[config.mk]
export PLATFORM = sky130hd
export DESIGN_NAME = signed_binary_to_decimal_ascii_top
export DESIGN_NICKNAME = d
export VERILOG_FILES = /design/src/sv/sbda_pkg.sv /design/src/sv/signed_binary_to_decimal_ascii_top.sv /design/src/sv/sbda_datapath.sv /design/src/sv/sbda_ctrl.sv
export SDC_FILE = /design/constraint.sdc
export NUM_CORES = 1
export LEC_CHECK = 0
export ABC_AREA = 0
export BUFFER_PORTS_ARGS = -buffer_cell sky130_fd_sc_hd__clkbuf_2
export CORE_ASPECT_RATIO = 1.4
export CORE_UTILIZATION = 34
export CTS_BUF_LIST = sky130_fd_sc_hd__clkbuf_8
export DETAILED_ROUTE_END_ITERATION = 10
export MAX_ROUTING_LAYER = met4
export PLACE_DENSITY_LB_ADDON = 0.08
export SYNTH_ARGS = -nofsm -noshare
export SYNTH_HDL_FRONTEND = slang
export SYNTH_SLANG_ARGS = --single-unit
[constraint.sdc]
create_clock -name clk -period 4.6 [get_ports clk]
set_clock_uncertainty 0.2 [all_clocks]
set_input_delay 0.92 -clock clk [delete_from_list [all_inputs] [get_ports clk]]
set_output_delay 0.92 -clock clk [all_outputs]
set_load 0.03 [all_outputs]
[src/sv/sbda_pkg.sv]
// Shared types and constants for the signed binary to decimal ASCII converter.
package sbda_pkg;

    localparam int VALUE_W    = 32;
    localparam int DIGITS     = 10;
    localparam int BCD_W      = 4 * DIGITS;
    localparam int CONV_STEPS = VALUE_W;
    localparam int STEP_W     = $clog2(CONV_STEPS);
    localparam int DCNT_W     = $clog2(DIGITS + 1);
    localparam int CHAR_W     = 7;

    localparam logic [CHAR_W-1:0] ASCII_ZERO  = 7'h30;
    localparam logic [CHAR_W-1:0] ASCII_MINUS = 7'h2D;

    typedef struct packed {
        logic load;
        logic shift;
        logic emit_sign;
        logic emit_digit;
        logic skip;
        logic digit_last;
    } sbda_cmd_t;

    typedef struct packed {
        logic neg;
        logic top_zero;
    } sbda_status_t;

endpackage

[src/sv/signed_binary_to_decimal_ascii_top.sv]
// Top level of the signed binary to decimal ASCII converter.
// An item is taken when start is high and busy is low. The value is converted by a
// bit-serial double-dabble pass over all 32 bits, then its text goes out one character
// per cycle, with gaps where none is due: '-' for negative values, then the digits
// without leading zeros, last on the final one; each skipped leading zero still takes
// its own step. Each character is shown for one cycle with valid high and cannot be
// held off. Busy stays high through the last digit step, and a new item can be taken
// once busy is low. The final character appears in the same cycle that busy falls.
module signed_binary_to_decimal_ascii_top (
    input  logic               clk,
    input  logic               rst_n,
    input  logic               start,
    output logic               busy,
    input  logic signed [31:0] value,
    output logic               valid,
    output logic [6:0]         char_code,
    output logic               last
);
    import sbda_pkg::*;

    sbda_cmd_t    cmd;
    sbda_status_t status;

    sbda_ctrl u_ctrl (
        .clk    (clk),
        .rst_n  (rst_n),
        .start  (start),
        .status (status),
        .cmd    (cmd),
        .busy   (busy)
    );

    sbda_datapath u_datapath (
        .clk       (clk),
        .rst_n     (rst_n),
        .value     (value),
        .cmd       (cmd),
        .status    (status),
        .valid     (valid),
        .char_code (char_code),
        .last      (last)
    );

endmodule

[src/sv/sbda_datapath.sv]
// Datapath: magnitude and BCD shift registers, double-dabble step, output registers.
module sbda_datapath (
    input  logic                       clk,
    input  logic                       rst_n,
    input  logic signed [31:0]         value,
    input  sbda_pkg::sbda_cmd_t        cmd,
    output sbda_pkg::sbda_status_t     status,
    output logic                       valid,
    output logic [6:0]                 char_code,
    output logic                       last
);
    import sbda_pkg::*;

    logic [VALUE_W-1:0] mag_reg,  mag_next;
    logic [BCD_W-1:0]   bcd_reg,  bcd_next;
    logic               neg_reg,  neg_next;
    logic               valid_reg, valid_next;
    logic [CHAR_W-1:0]  char_reg, char_next;
    logic               last_reg, last_next;
    logic [BCD_W-1:0]   bcd_adj;

    // add 3 to every digit of 5 or more before the shift
    always_comb
    begin
        for (int d = 0; d < DIGITS; d++)
        begin
            if (bcd_reg[4*d +: 4] >= 4'd5)
                bcd_adj[4*d +: 4] = bcd_reg[4*d +: 4] + 4'd3;
            else
                bcd_adj[4*d +: 4] = bcd_reg[4*d +: 4];
        end
    end

    always_comb
    begin
        mag_next   = mag_reg;
        bcd_next   = bcd_reg;
        neg_next   = neg_reg;
        valid_next = 1'b0;
        char_next  = char_reg;
        last_next  = last_reg;
        if (cmd.load)
        begin
            neg_next = value[VALUE_W-1];
            mag_next = value[VALUE_W-1] ? (~value + 32'd1) : value;
            bcd_next = '0;
        end
        if (cmd.shift)
        begin
            bcd_next = {bcd_adj[BCD_W-2:0], mag_reg[VALUE_W-1]};
            mag_next = {mag_reg[VALUE_W-2:0], 1'b0};
        end
        if (cmd.skip || cmd.emit_digit)
            bcd_next = {bcd_reg[BCD_W-5:0], 4'd0};
        if (cmd.emit_sign)
        begin
            valid_next = 1'b1;
            char_next  = ASCII_MINUS;
            last_next  = 1'b0;
        end
        if (cmd.emit_digit)
        begin
            valid_next = 1'b1;
            char_next  = ASCII_ZERO + {3'd0, bcd_reg[BCD_W-1 -: 4]};
            last_next  = cmd.digit_last;
        end
    end

    always_ff @(posedge clk or negedge rst_n)
    begin
        if (!rst_n)
            valid_reg <= 1'b0;
        else
            valid_reg <= valid_next;
    end

    always_ff @(posedge clk)
    begin
        mag_reg  <= mag_next;
        bcd_reg  <= bcd_next;
        neg_reg  <= neg_next;
        char_reg <= char_next;
        last_reg <= last_next;
    end

    assign status.neg      = neg_reg;
    assign status.top_zero = (bcd_reg[BCD_W-1 -: 4] == 4'd0);
    assign valid           = valid_reg;
    assign char_code       = char_reg;
    assign last            = last_reg;

endmodule

[src/sv/sbda_ctrl.sv]
// Controller: sequences load, conversion steps, sign and digit emission.
module sbda_ctrl (
    input  logic                       clk,
    input  logic                       rst_n,
    input  logic                       start,
    input  sbda_pkg::sbda_status_t     status,
    output sbda_pkg::sbda_cmd_t        cmd,
    output logic                       busy
);
    import sbda_pkg::*;

    localparam logic [1:0] ST_IDLE  = 2'd0;
    localparam logic [1:0] ST_CONV  = 2'd1;
    localparam logic [1:0] ST_SIGN  = 2'd2;
    localparam logic [1:0] ST_DIGIT = 2'd3;

    logic [1:0]        state_reg,   state_next;
    logic [STEP_W-1:0] step_reg,    step_next;
    logic [DCNT_W-1:0] dcnt_reg,    dcnt_next;
    logic              started_reg, started_next;

    always_comb
    begin
        state_next   = state_reg;
        step_next    = step_reg;
        dcnt_next    = dcnt_reg;
        started_next = started_reg;
        cmd          = '0;
        case (state_reg)
            ST_IDLE:
            begin
                if (start)
                begin
                    cmd.load   = 1'b1;
                    step_next  = '0;
                    state_next = ST_CONV;
                end
            end
            ST_CONV:
            begin
                cmd.shift = 1'b1;
                step_next = step_reg + 1'b1;
                if (step_reg == STEP_W'(CONV_STEPS - 1))
                    state_next = ST_SIGN;
            end
            ST_SIGN:
            begin
                cmd.emit_sign = status.neg;
                dcnt_next     = DCNT_W'(DIGITS);
                started_next  = 1'b0;
                state_next    = ST_DIGIT;
            end
            ST_DIGIT:
            begin
                dcnt_next = dcnt_reg - 1'b1;
                // leading zeros are dropped, but the ones digit always goes out
                if (!started_reg && status.top_zero && dcnt_reg != DCNT_W'(1))
                    cmd.skip = 1'b1;
                else
                begin
                    cmd.emit_digit = 1'b1;
                    cmd.digit_last = (dcnt_reg == DCNT_W'(1));
                    started_next   = 1'b1;
                    if (dcnt_reg == DCNT_W'(1))
                        state_next = ST_IDLE;
                end
            end
            default:
            begin
                state_next = ST_IDLE;
            end
        endcase
    end

    always_ff @(posedge clk or negedge rst_n)
    begin
        if (!rst_n)
        begin
            state_reg   <= ST_IDLE;
            step_reg    <= '0;
            dcnt_reg    <= '0;
            started_reg <= 1'b0;
        end
        else
        begin
            state_reg   <= state_next;
            step_reg    <= step_next;
            dcnt_reg    <= dcnt_next;
            started_reg <= started_next;
        end
    end

    assign busy = (state_reg != ST_IDLE);

endmodule
Word-level counts from Yosys, hierarchy flattened
Index checks and enable logic that the tools add are counted.
- add/subtract/negate cells: 14
- eq/ne operators: 10
- reductions and logical operators: 15
- muxes and demuxes: 40
- $lt $le $gt $ge: 10
- bitwise gates (word level): 1
- operators with widths (operator ; number):
    40-bit 2-to-1 mux ; 3
    32-bit 2-to-1 mux ; 3
    4-bit by 3-bit greater-or-equal comparator with 1-bit output, second input constant ; 10
    4-bit by 2-bit adder with 4-bit output, second input constant ; 9
    4-bit 2-to-1 mux ; 9
    32-bit by 1-bit adder with 32-bit output, second input constant ; 1
    32-bit NOT ; 1
    7-bit 2-to-1 mux ; 2
    1-bit 2-to-1 mux ; 12
    5-bit case mux with 2 select lines ; 1
    2-bit nonzero test ; 5
    2-bit 2-to-1 mux ; 4
    2-bit case mux with 4 select lines ; 1
    4-bit case mux with 2 select lines ; 1
    6-bit by 4-bit adder with 7-bit output, first input constant ; 1
    3-bit 2-to-1 mux ; 2
    5-bit by 1-bit adder with 5-bit output, second input constant ; 1
    5-bit == test, second input constant ; 1
    5-bit 2-to-1 mux ; 1
    2-bit == test, second input constant ; 2
    4-bit by 1-bit == test with 1-bit output, second input constant ; 1
    4-bit logical NOT ; 1
    2-bit by 1-bit inequality test with 1-bit output, second input constant ; 2
    2-bit inequality test, second input constant ; 2
    12 further kinds ; 14
- output and inout port bits: 10
- flip-flop bits (word level): 94
- bits of input ports: 35
- logic and storage cells: 102

Longest topological paths before layout
Gate-level depths: netlist (run 1).
- depth in word-level cells: 7
- mapped depth: 8
- gate-level depth less buffers: 7

Cells and area by module
A second synthesis (run 1) with hierarchy kept.
- cell total of the unflattened synthesis: 584
- area, all modules: 5808.1 sq um
- by module, submodules not included (module ; cells an instance ; area an instance (sq um) ; sequential area each (sq um) ; times used):
    sbda_datapath ; 511 ; 5071.1 ; 2347.3 ; 1
    sbda_ctrl ; 73 ; 737.0 ; 300.3 ; 1

Worst setup path after synthesis (run 1)
Ideal clock, no wire load.
- path kind: in2reg
- start point: in start
- end point: reg u_datapath.bcd_reg[10] (enable)
- stages on the path: 4
- required time: 4.009 ns
- slack: 1.279 ns
- buffers on the path: 0
- arrival time: 2.730 ns
- cells stage by stage: nand2_1 -> nand2_1 -> nor2_1 -> inv_1
- longest elaborated chain between the ends: 3
- ends and longest elaborated chain (item ; line ; text):
    start, declared ; signed_binary_to_decimal_ascii_top.sv:12 ; input logic start,
    1-bit 2-to-1 mux ; sbda_ctrl.sv:32 ; if (start)
    1-bit 2-to-1 mux ; sbda_ctrl.sv:29 ; case (state_reg)
    3-bit nonzero test (no line) ; - ;
    end signal, assigned ; sbda_datapath.sv:80 ; bcd_reg <= bcd_next;
    end, declared ; sbda_datapath.sv:15 ; logic [BCD_W-1:0] bcd_reg, bcd_next;
No other way between the ends.
A chain may end at the register's enable or synchronous reset.

Worst setup path in the final report (run 1)
- start point: reg u_ctrl.state_reg[0]
- end point: reg u_datapath.bcd_reg[30] (enable)
- longest elaborated chain between the ends: 4
- elaborated cells on any way between the ends: 8
- ends and longest elaborated chain (item ; line ; text):
    start, declared ; sbda_ctrl.sv:17 ; logic [1:0] state_reg, state_next;
    start signal, assigned ; sbda_ctrl.sv:86 ; state_reg <= state_next;
    2-bit == test ; sbda_ctrl.sv:29 ;
    3-bit 2-to-1 mux ; sbda_ctrl.sv:29 ;
    1-bit logical OR ; sbda_datapath.sv:53 ; if (cmd.skip || cmd.emit_digit)
    3-bit nonzero test (no line) (*) ; - ;
Mark *: on every way between the ends. The rest lies on a longest branch, timed or not.

==> results of run 1 <==
worst reg2reg max path: stages, from the launching register on:
cell     delay (ns)
dfrtp_1        0.42
inv_1          0.13
ha_1           0.25
nand2_1        0.26
nand2_1        0.15
buf_4          0.40
nor2_1         0.15
inv_1          0.08
buf_4          0.43
final cells by class:
| type | count | share of cell area (%) |
|---|---|---|
| sequential | 92 | 43.8 |
| multi-input combinational | 397 | 42.2 |
| timing repair buffer | 48 | 4.22 |
| tap | 196 | 4.05 |
| inverter | 38 | 2.36 |
| clock buffer | 10 | 2.27 |
| clock inverter | 6 | 1.16 |
cells by family (layout without fill, tap and decap cells):
kind of cell | Yosys count | count (layout)
AOI/OAI and AO/OA | 164 | 164
and+or+nand+nor | 155 | 155
DFF | 92 | 92
buffers and inverters | 63 | 102
xor gates and xnor gates | 43 | 43
adders and majority gates | 31 | 31
other | 2 | 2
muxes | 2 | 2
Yosys cell counts, types with 4 or more instances:
library cell,count,area [sq um]
edfxtp_1,74,2220
nand2_1,74,278
o21ai_0,63,315
inv_1,38,143
a21oi_1,34,170
xor2_1,32,280
ha_1,31,388
nor2_1,23,86.3
clkbuf_1,19,71.3
o31ai_1,17,128
dfrtp_1,13,325
o22ai_1,13,81.3
nand2b_1,12,75.1
xnor2_1,11,96.3
nor3_1,10,50.1
nor3b_1,8,60.1
o32ai_1,8,70.1
o41ai_1,7,61.3
dfxtp_1,5,100
nand3_1,4,20.0
nand4_1,4,25.0
power breakdown:
part	switching (W)	internal, W
clock network	0.000308	0.000272
logic	0.00114	0.000604
registers	0.000248	0.00149
total	0.00169	0.00236
metal layers:
metal | vias to the layer above | wire [microns] | GRT usage [%]
met4 | 0 | 127 | 5.61
met1 | 1989 | 5330 | 17.6
met3 | 10 | 354 | 2.48
met2 | 85 | 5990 | 26.7
li1 | 2067 | - | -
met5 | - | 0 | -
metrics by stage:
stage	utilization [%]	cell area [sq um]	hold WS [ns]
floorplan	-	5440	0.237
global placement	37.4	5840	0.251
detailed placement	37.4	5840	0.261
CTS	38.8	6050	0.227
global route	38.8	6050	0.235
finish	38.8	6050	0.231
worst paths after layout:
kind	from	to	slack, ns
min	rst_n	u_ctrl.dcnt_reg[3]$_DFFE_PN0N_	0.23
max	u_ctrl.state_reg[0]$_DFFE_PN0P_	u_datapath.bcd_reg[30]$_DFFE_PP_	1.76
min reg2reg	u_datapath.mag_reg[0]$_SDFFE_PP0P_	u_datapath.mag_reg[0]$_SDFFE_PP0P_	0.28
max reg2reg	u_ctrl.state_reg[0]$_DFFE_PN0P_	u_datapath.bcd_reg[30]$_DFFE_PP_	1.76
min in group clk	u_datapath.mag_reg[0]$_SDFFE_PP0P_	u_datapath.mag_reg[0]$_SDFFE_PP0P_	0.28
max in group asynchronous	rst_n	u_ctrl.step_reg[4]$_DFFE_PN0P_	3.71
==> run summary, run 1 <==
status - complete, no violations
Leak - 2.29 nW
Startpoint Class - register
CTS Hold Bufs - 0
critical-path cell list - inv_1 -> ha_1 -> nand2_1 -> nand2_1 -> buf_4 -> nor2_1 -> inv_1 -> buf_4
Multi-input gate area - 0.00255 sq mm
CP Data Required Time - 4.40 ns
number of flops mapped to enable cells by yosys - 74
Top Ports - 45
Seq. cell area - 0.00265 sq mm
H-Tree Depth - 3
Core Footprint - 0.0156 sq mm
most frequent cells in the layout - nand2_1, edfxtp_1, o21ai_0
Max IR drop VDD - 0.266 mV
min Tclk post-route - 2.84 ns
Synth Flop Type - edfxtp_1
initial antenna violation count - 0
GR Overflow Total - 0
worst slew pin tran - 0.819 ns
fill count - 1559
critical path class - register to register
Power Density - 670 mW/mm^2
Final ANT Viol Nets - 0
Worst-path clk slew - 0.10 ns
Synth Area in XOR/XNOR - 6.92%
die area - 0.0165 sq mm
dpl cells - 771
share of cells above drive strength 1 - 12.9%
final hold viol count - 0
Slowest-stage cell, CP - buf_4
Syn-to-layout area delta - 11.2%
Seq/Total Area, Yosys - 48.6%
synth warn - 0
Total GRT Usage - 15.4%
CTS tree - yes
setup TNS - 0 ns
clock buffer depth - 2
initial core utilization - 34.9%
final worst setup slack - 1.76 ns
DR WL/cell - 15.0 microns
distinct cell type count after synthesis - 52
Syn Inst Count - 552
Syn Nets - 618
fin nets - 652
Bufs and invs on worst path - 4
worst skew pair latency - 0.37 ns
Final Non-Filler Cells - 787
Die W - 109 microns
Async SR Flop Fraction - 14.1%
DRC viols - 0
Post-DP HPWL - 8170 microns
post-place setup slack - 1.30 ns
root buf cell - clkbuf_8
Die Ht - 152 microns
# Post-CTS Setup Buffers - 0
max incr delay on CP - 0.43 ns
post-route clock period utilization - 61.7%
global-route wire length before repair - 19300 microns
CTS sink count - 92
Pre-antenna DRT Iters - 4
Port Buf Inserts - 42
Synth Area in Adders - 7.13%
Synth Area in Compound Gates - 18.5%
Max-slew headroom - 45.2%
CP Depth - 8
max_cap viols - 0
Antenna Cells - 0
vias per cell - 5.27
Final Max Slew Viols - 0
cell family with most CP delay - buffers and inverters
HP Class - primary input to async pin
cells on worst reg2reg path - 8
crit end category - register
Synth Register Bits - 92
Placement Rows - 54
vias in the first global route - 4050
Largest register FFs - 40
unrepaired setup endpoints after global routing - no
post-synthesis simple-gate area fraction - 13.8%
DR vias - 4151
post-synthesis mux area share - 0.368%
syn avg cell area - 9.86 sq um
number of DRC markers in iteration 0 - 179
crit path DAT - 2.64 ns
largest family of logic cells by synthesized area - compound AO/OA/AOI/OAI gates
synthesized area - 0.00544 sq mm
critical path fanouts, max - 37
Detailed Route WL - 11800 microns
achievable frequency - 352 MHz
total CTS buffers - 9
largest net degree at the start of global routing - 53
post-CTS sizing - 0
GPL Wtd Cong - 0.764
Pwr Total - 0.00406 W
Finish-stage setup viols - 0
Note: power is estimated with default switching activity, not from simulation.
==> run 2, diff against run 1 <==
==> constraint.sdc (replaced) <==
create_clock -name clk -period 2.5 [get_ports clk]
set_clock_uncertainty 0.2 [all_clocks]
set_input_delay 0.5 -clock clk [delete_from_list [all_inputs] [get_ports clk]]
set_output_delay 0.5 -clock clk [all_outputs]
set_load 0.03 [all_outputs]
==> run 2 against run 1 <==
Setup slack got worse by 1.5 ns. Power increased by 90%. Clock power increased by 99%. Global-route usage increased by 0.35 points. Combinational power increased by 93%. Critical path depth decreased by 3. Count of clock-buffer cells in the layout unchanged. Via count increased by 1.9%. Largest cell class unchanged. Highest routed layer unchanged.
==> run summary, run 2 (synthesis gave the netlist of run 1 again) <==
switch share - 40.7%
Antenna Cells - 0
unrepaired setup endpoints after global routing - no
Top Ports - 45
status - complete, no violations
achievable frequency - 440 MHz
root buf cell - clkbuf_8
final hold viol count - 0
Detailed Route WL - 11800 microns
H-Tree Depth - 3
total CTS buffers - 9
Final Max Slew Viols - 0
fin nets - 676
largest net degree at the start of global routing - 46
critical-path cell list - inv_1 -> ha_1 -> or4b_2 -> o21ai_0 -> nand2_1
CTS tree - yes
worst skew pair latency - 0.36 ns
critical path class - register to register
post-CTS sizing - 0
Total GRT Usage - 15.7%
reported net switching power - 0.00313 W
Hold WS - 0.274 ns
die area - 0.0165 sq mm
Max IR drop VDD - 0.473 mV
Placement Rows - 54
Die Ht - 152 microns
Largest register FFs - 40
GPL Wtd Cong - 0.769
Seq. cell area - 0.00265 sq mm
number of DRC markers in iteration 0 - 196
DR WL/cell - 14.5 microns
fill count - 1565
most frequent cells in the layout - edfxtp_1, nand2_1, o21ai_0
Leak - 2.42 nW
Final ANT Viol Nets - 0
Max-slew headroom - 58.4%
Worst-path clk slew - 0.10 ns
CTS sink count - 92
vias per cell - 5.21
post-route clock period utilization - 90.9%
max incr delay on CP - 0.59 ns
Syn-to-layout area delta - 15.5%
crit path DAT - 2.14 ns
Port Buf Inserts - 42
clock share of power - 14.9%
Worst R2R Setup Slack - 0.23 ns
Pre-antenna DRT Iters - 4
initial core utilization - 34.9%
Worst setup startpoint - u_datapath.bcd_reg[36]$_DFFE_PP_
max_cap viols - 0
Slowest-stage cell, CP - or4b_2
global-route wire length before repair - 19800 microns
Multi-input gate area - 0.00257 sq mm
CP Data Required Time - 2.37 ns
clock buffer depth - 2
Post-DP HPWL - 8390 microns
crit path to - u_datapath.char_code[0]$_SDFFCE_PN1P_
critical path fanouts, max - 7
min Tclk post-route - 2.27 ns
DR vias - 4228
Core Footprint - 0.0156 sq mm
Finish-stage setup viols - 0
FF-to-FF End - u_datapath.char_code[0]$_SDFFCE_PN1P_
internal power - 0.00457 W
GR Overflow Total - 0
crit end category - register
Gate power share - 43.5%
Reg power frac - 41.5%
Final Non-Filler Cells - 811
worst slew pin tran - 0.624 ns
Power Density - 1230 mW/mm^2
Die W - 109 microns
DRC viols - 0
cells on worst reg2reg path - 5
RR Startpoint - u_datapath.bcd_reg[36]$_DFFE_PP_
Startpoint Class - register
initial antenna violation count - 0
vias in the first global route - 4162
share of cells above drive strength 1 - 16.4%
commonest non-fill, non-tap cell in the layout - edfxtp_1
dpl cells - 794
HP Class - register to register
[run 2: worst min-delay path by stage]
stage | from | to | slack [ns] | cells after the start
2_1_floorplan | rst_n | u_ctrl.dcnt_reg[0]$_DFFE_PN0N_ | 0.004 | 0
3_3_place_gp | rst_n | u_datapath.valid$_DFF_PN0_ | 0.22 | 1
3_5_place_dp | rst_n | u_datapath.valid$_DFF_PN0_ | 0.23 | 1
4_1_cts | u_datapath.mag_reg[0]$_SDFFE_PP0P_ | u_datapath.mag_reg[0]$_SDFFE_PP0P_ | 0.27 | 2
5_1_grt | u_datapath.mag_reg[0]$_SDFFE_PP0P_ | u_datapath.mag_reg[0]$_SDFFE_PP0P_ | 0.29 | 2
6_report | u_datapath.mag_reg[0]$_SDFFE_PP0P_ | u_datapath.mag_reg[0]$_SDFFE_PP0P_ | 0.27 | 2
[run 2: stage by stage]
step           total power [W]  TNS, ns  area, sq um  setup slack (ns)  utilization [%]
6_report               0.00770        0         6280             0.228             40.3
5_1_grt                0.00838        0         6280            0.0715             40.3
4_1_cts                0.00781        0         6280             0.191             40.3
3_5_place_dp           0.00663  -0.0208         6050           -0.0183             38.8
3_3_place_gp           0.00655        0         6050           0.00171             38.8
2_1_floorplan          0.00557        0         5470            0.0287                -
[run 2: critical path: cells and delay by family, from the launching register on]
| family | cells | cell delay [ns] |
|---|---|---|
| simple gates | 2 | 0.84 |
| compound gates | 1 | 0.23 |
| flops | 1 | 0.41 |
| fa+ha+maj | 1 | 0.16 |
| buf+inv | 1 | 0.15 |
[run 2: area by class of cell]
type | count | share of cell area (%)
multi-input cells | 397 | 40.9
clock buffers | 10 | 2.19
well taps | 196 | 3.90
clock inverters | 6 | 1.37
inverters | 38 | 2.33
repair buffers | 72 | 7.17
flip-flops and latches | 92 | 42.1
[run 2: repair_timing]
action	4_1_cts	5_1_grt
buffers inserted	0	0
hold buffers	1	0
endpoints found under the hold margin	13	0
setup endpoints to repair	0	0
[run 2: metal layers]
metal	track usage, %	vias to the layer above	routed length (microns)
met5	-	-	0
met2	26.9	60	6050
met3	2.40	9	283
met4	5.54	0	160
met1	18.6	2045	5280
li1	-	2114	-
[run 2: power groups by stage]
| stage | Combinational, W | Clock [W] | Sequential [W] |
|---|---|---|---|
| 2_1_floorplan | 0.00241 | 0 | 0.00316 |
| 4_1_cts | 0.00340 | 0.00120 | 0.00320 |
| 3_3_place_gp | 0.00334 | 0 | 0.00321 |
| 6_report | 0.00335 | 0.00115 | 0.00320 |
| 3_5_place_dp | 0.00340 | 0 | 0.00323 |
| 5_1_grt | 0.00383 | 0.00124 | 0.00331 |
==> run 3, diff against run 2 <==
--- a/config.mk
+++ b/config.mk
@@ -7,7 +7,6 @@
 export LEC_CHECK = 0
 export ABC_AREA = 0
 export BUFFER_PORTS_ARGS = -buffer_cell sky130_fd_sc_hd__clkbuf_2
-export CORE_ASPECT_RATIO = 1.4
 export CORE_UTILIZATION = 34
 export CTS_BUF_LIST = sky130_fd_sc_hd__clkbuf_8
 export DETAILED_ROUTE_END_ITERATION = 10
==> run 3 against run 2 <==
Maximum frequency fell by 0.25%. First-iteration DRC count increased by 24%. Utilization grew 0.66 points.
==> run summary, run 3 (synthesis gave the netlist of run 1 again) <==
status - complete, no violations
Finish-stage setup viols - 0
Finished Core Util - 40.9%
die area - 0.0165 sq mm
fin nets - 675
Post-DP HPWL - 8130 microns
post-CTS sizing - 0
Placement Rows - 45
post-route clock period utilization - 91.1%
vias in the first global route - 3954
Port Buf Inserts - 42
GR Overflow Total - 0
initial antenna violation count - 0
commonest non-fill, non-tap cell in the layout - edfxtp_1
Die W - 129 microns
final worst setup slack - 0.222 ns
clock buffer depth - 2
max_cap viols - 0
final hold viol count - 0
unrepaired setup endpoints after global routing - no
# Post-CTS Setup Buffers - 0
Leak - 2.43 nW
post-route cell area - 0.00631 sq mm
achievable frequency - 439 MHz
critical path class - register to register
CTS tree - yes
DRC viols - 0
Top Ports - 45
Core Footprint - 0.0154 sq mm
DR WL/cell - 14.1 microns
DR vias - 4169
global-route wire length before repair - 19500 microns
crit path DAT - 2.15 ns
Syn-to-layout area delta - 16.0%
Hold WS - 0.201 ns
Final Max Slew Viols - 0
largest net degree at the start of global routing - 46
post-place setup slack - -0.0640 ns
CTS sink count - 92
Detailed Route WL - 11600 microns
Largest register FFs - 40
Die Ht - 129 microns
initial core utilization - 35.3%
total CTS buffers - 9
critical path fanouts, max - 7
GPL Wtd Cong - 0.826
Antenna Cells - 0
Total GRT Usage - 15.4%
Final ANT Viol Nets - 0
crit end category - register
share of cells above drive strength 1 - 16.1%
most frequent cells in the layout - edfxtp_1, nand2_1, o21ai_0
min Tclk post-route - 2.28 ns
Worst-path clk slew - 0.09 ns
Startpoint Class - register
HP Class - primary input to register
root buf cell - clkbuf_8
worst slew pin tran - 0.588 ns
worst skew pair latency - 0.37 ns
Max IR drop VDD - 0.428 mV
Max-slew headroom - 60.8%
H-Tree Depth - 3
CTS Hold Bufs - 1
Pre-antenna DRT Iters - 4
CP Data Required Time - 2.38 ns
Power Density - 1220 mW/mm^2
Pwr Total - 0.00773 W
vias per cell - 5.05
Placement Cell Area - 0.00606 sq mm
number of DRC markers in iteration 0 - 244
-- run 3: routing by layer --
metal | part of all wire (%) | global-route usage [%]
met5 | 0 | -
met3 | 2.6 | 2.37
met2 | 45 | 23.2
met4 | 1.7 | 6.51
met1 | 51 | 20.6
-- run 3: worst paths after layout --
kind                                                    startpoint  depth (start not counted)  slack (ns)                               endpoint
worst min register to register  u_datapath.mag_reg[0]$_SDFFE_PP0P_                          2        0.27     u_datapath.mag_reg[0]$_SDFFE_PP0P_
max in group asynchronous                                    rst_n                          2        1.47         u_ctrl.started_reg$_DFFE_PN0P_
worst min-delay path                                      value[0]                          3        0.20     u_datapath.mag_reg[0]$_SDFFE_PP0P_
min in group asynchronous                                    rst_n                          2        0.36         u_ctrl.step_reg[2]$_DFFE_PN0P_
worst max-delay path              u_datapath.bcd_reg[36]$_DFFE_PP_                          5        0.22  u_datapath.char_code[2]$_SDFFCE_PN1P_
worst max register to register    u_datapath.bcd_reg[36]$_DFFE_PP_                          5        0.22  u_datapath.char_code[2]$_SDFFCE_PN1P_
-- run 3: report_power, final --
group	internal [W]	switching, W
Clock	0.000685	0.000536
Sequential	0.00274	0.000462
Combinational	0.00121	0.00210
-- run 3: stage by stage --
stage / std cells / TNS, ns
after floorplan: 552 / 0
after global placement: 808 / -0.127
after detailed placement: 808 / -0.138
after CTS: 825 / 0
after global routing: 825 / 0
final: 825 / 0
-- run 3: critical path, cell delays in order, from the launching register on --
cell and delay [ns]:
edfxtp_1 0.42, inv_1 0.15, ha_1 0.16, or4b_2 0.58, o21ai_0 0.23, nand2_1 0.24
-- run 3: final cells by class --
type	count	area [sq um]
multi-input combinational	397	2570
tap	211	264
timing repair buffer	71	443
sequential	92	2650
inverter	38	146
clock inverter	6	105
fill	1579	9110
clock buffer	10	138
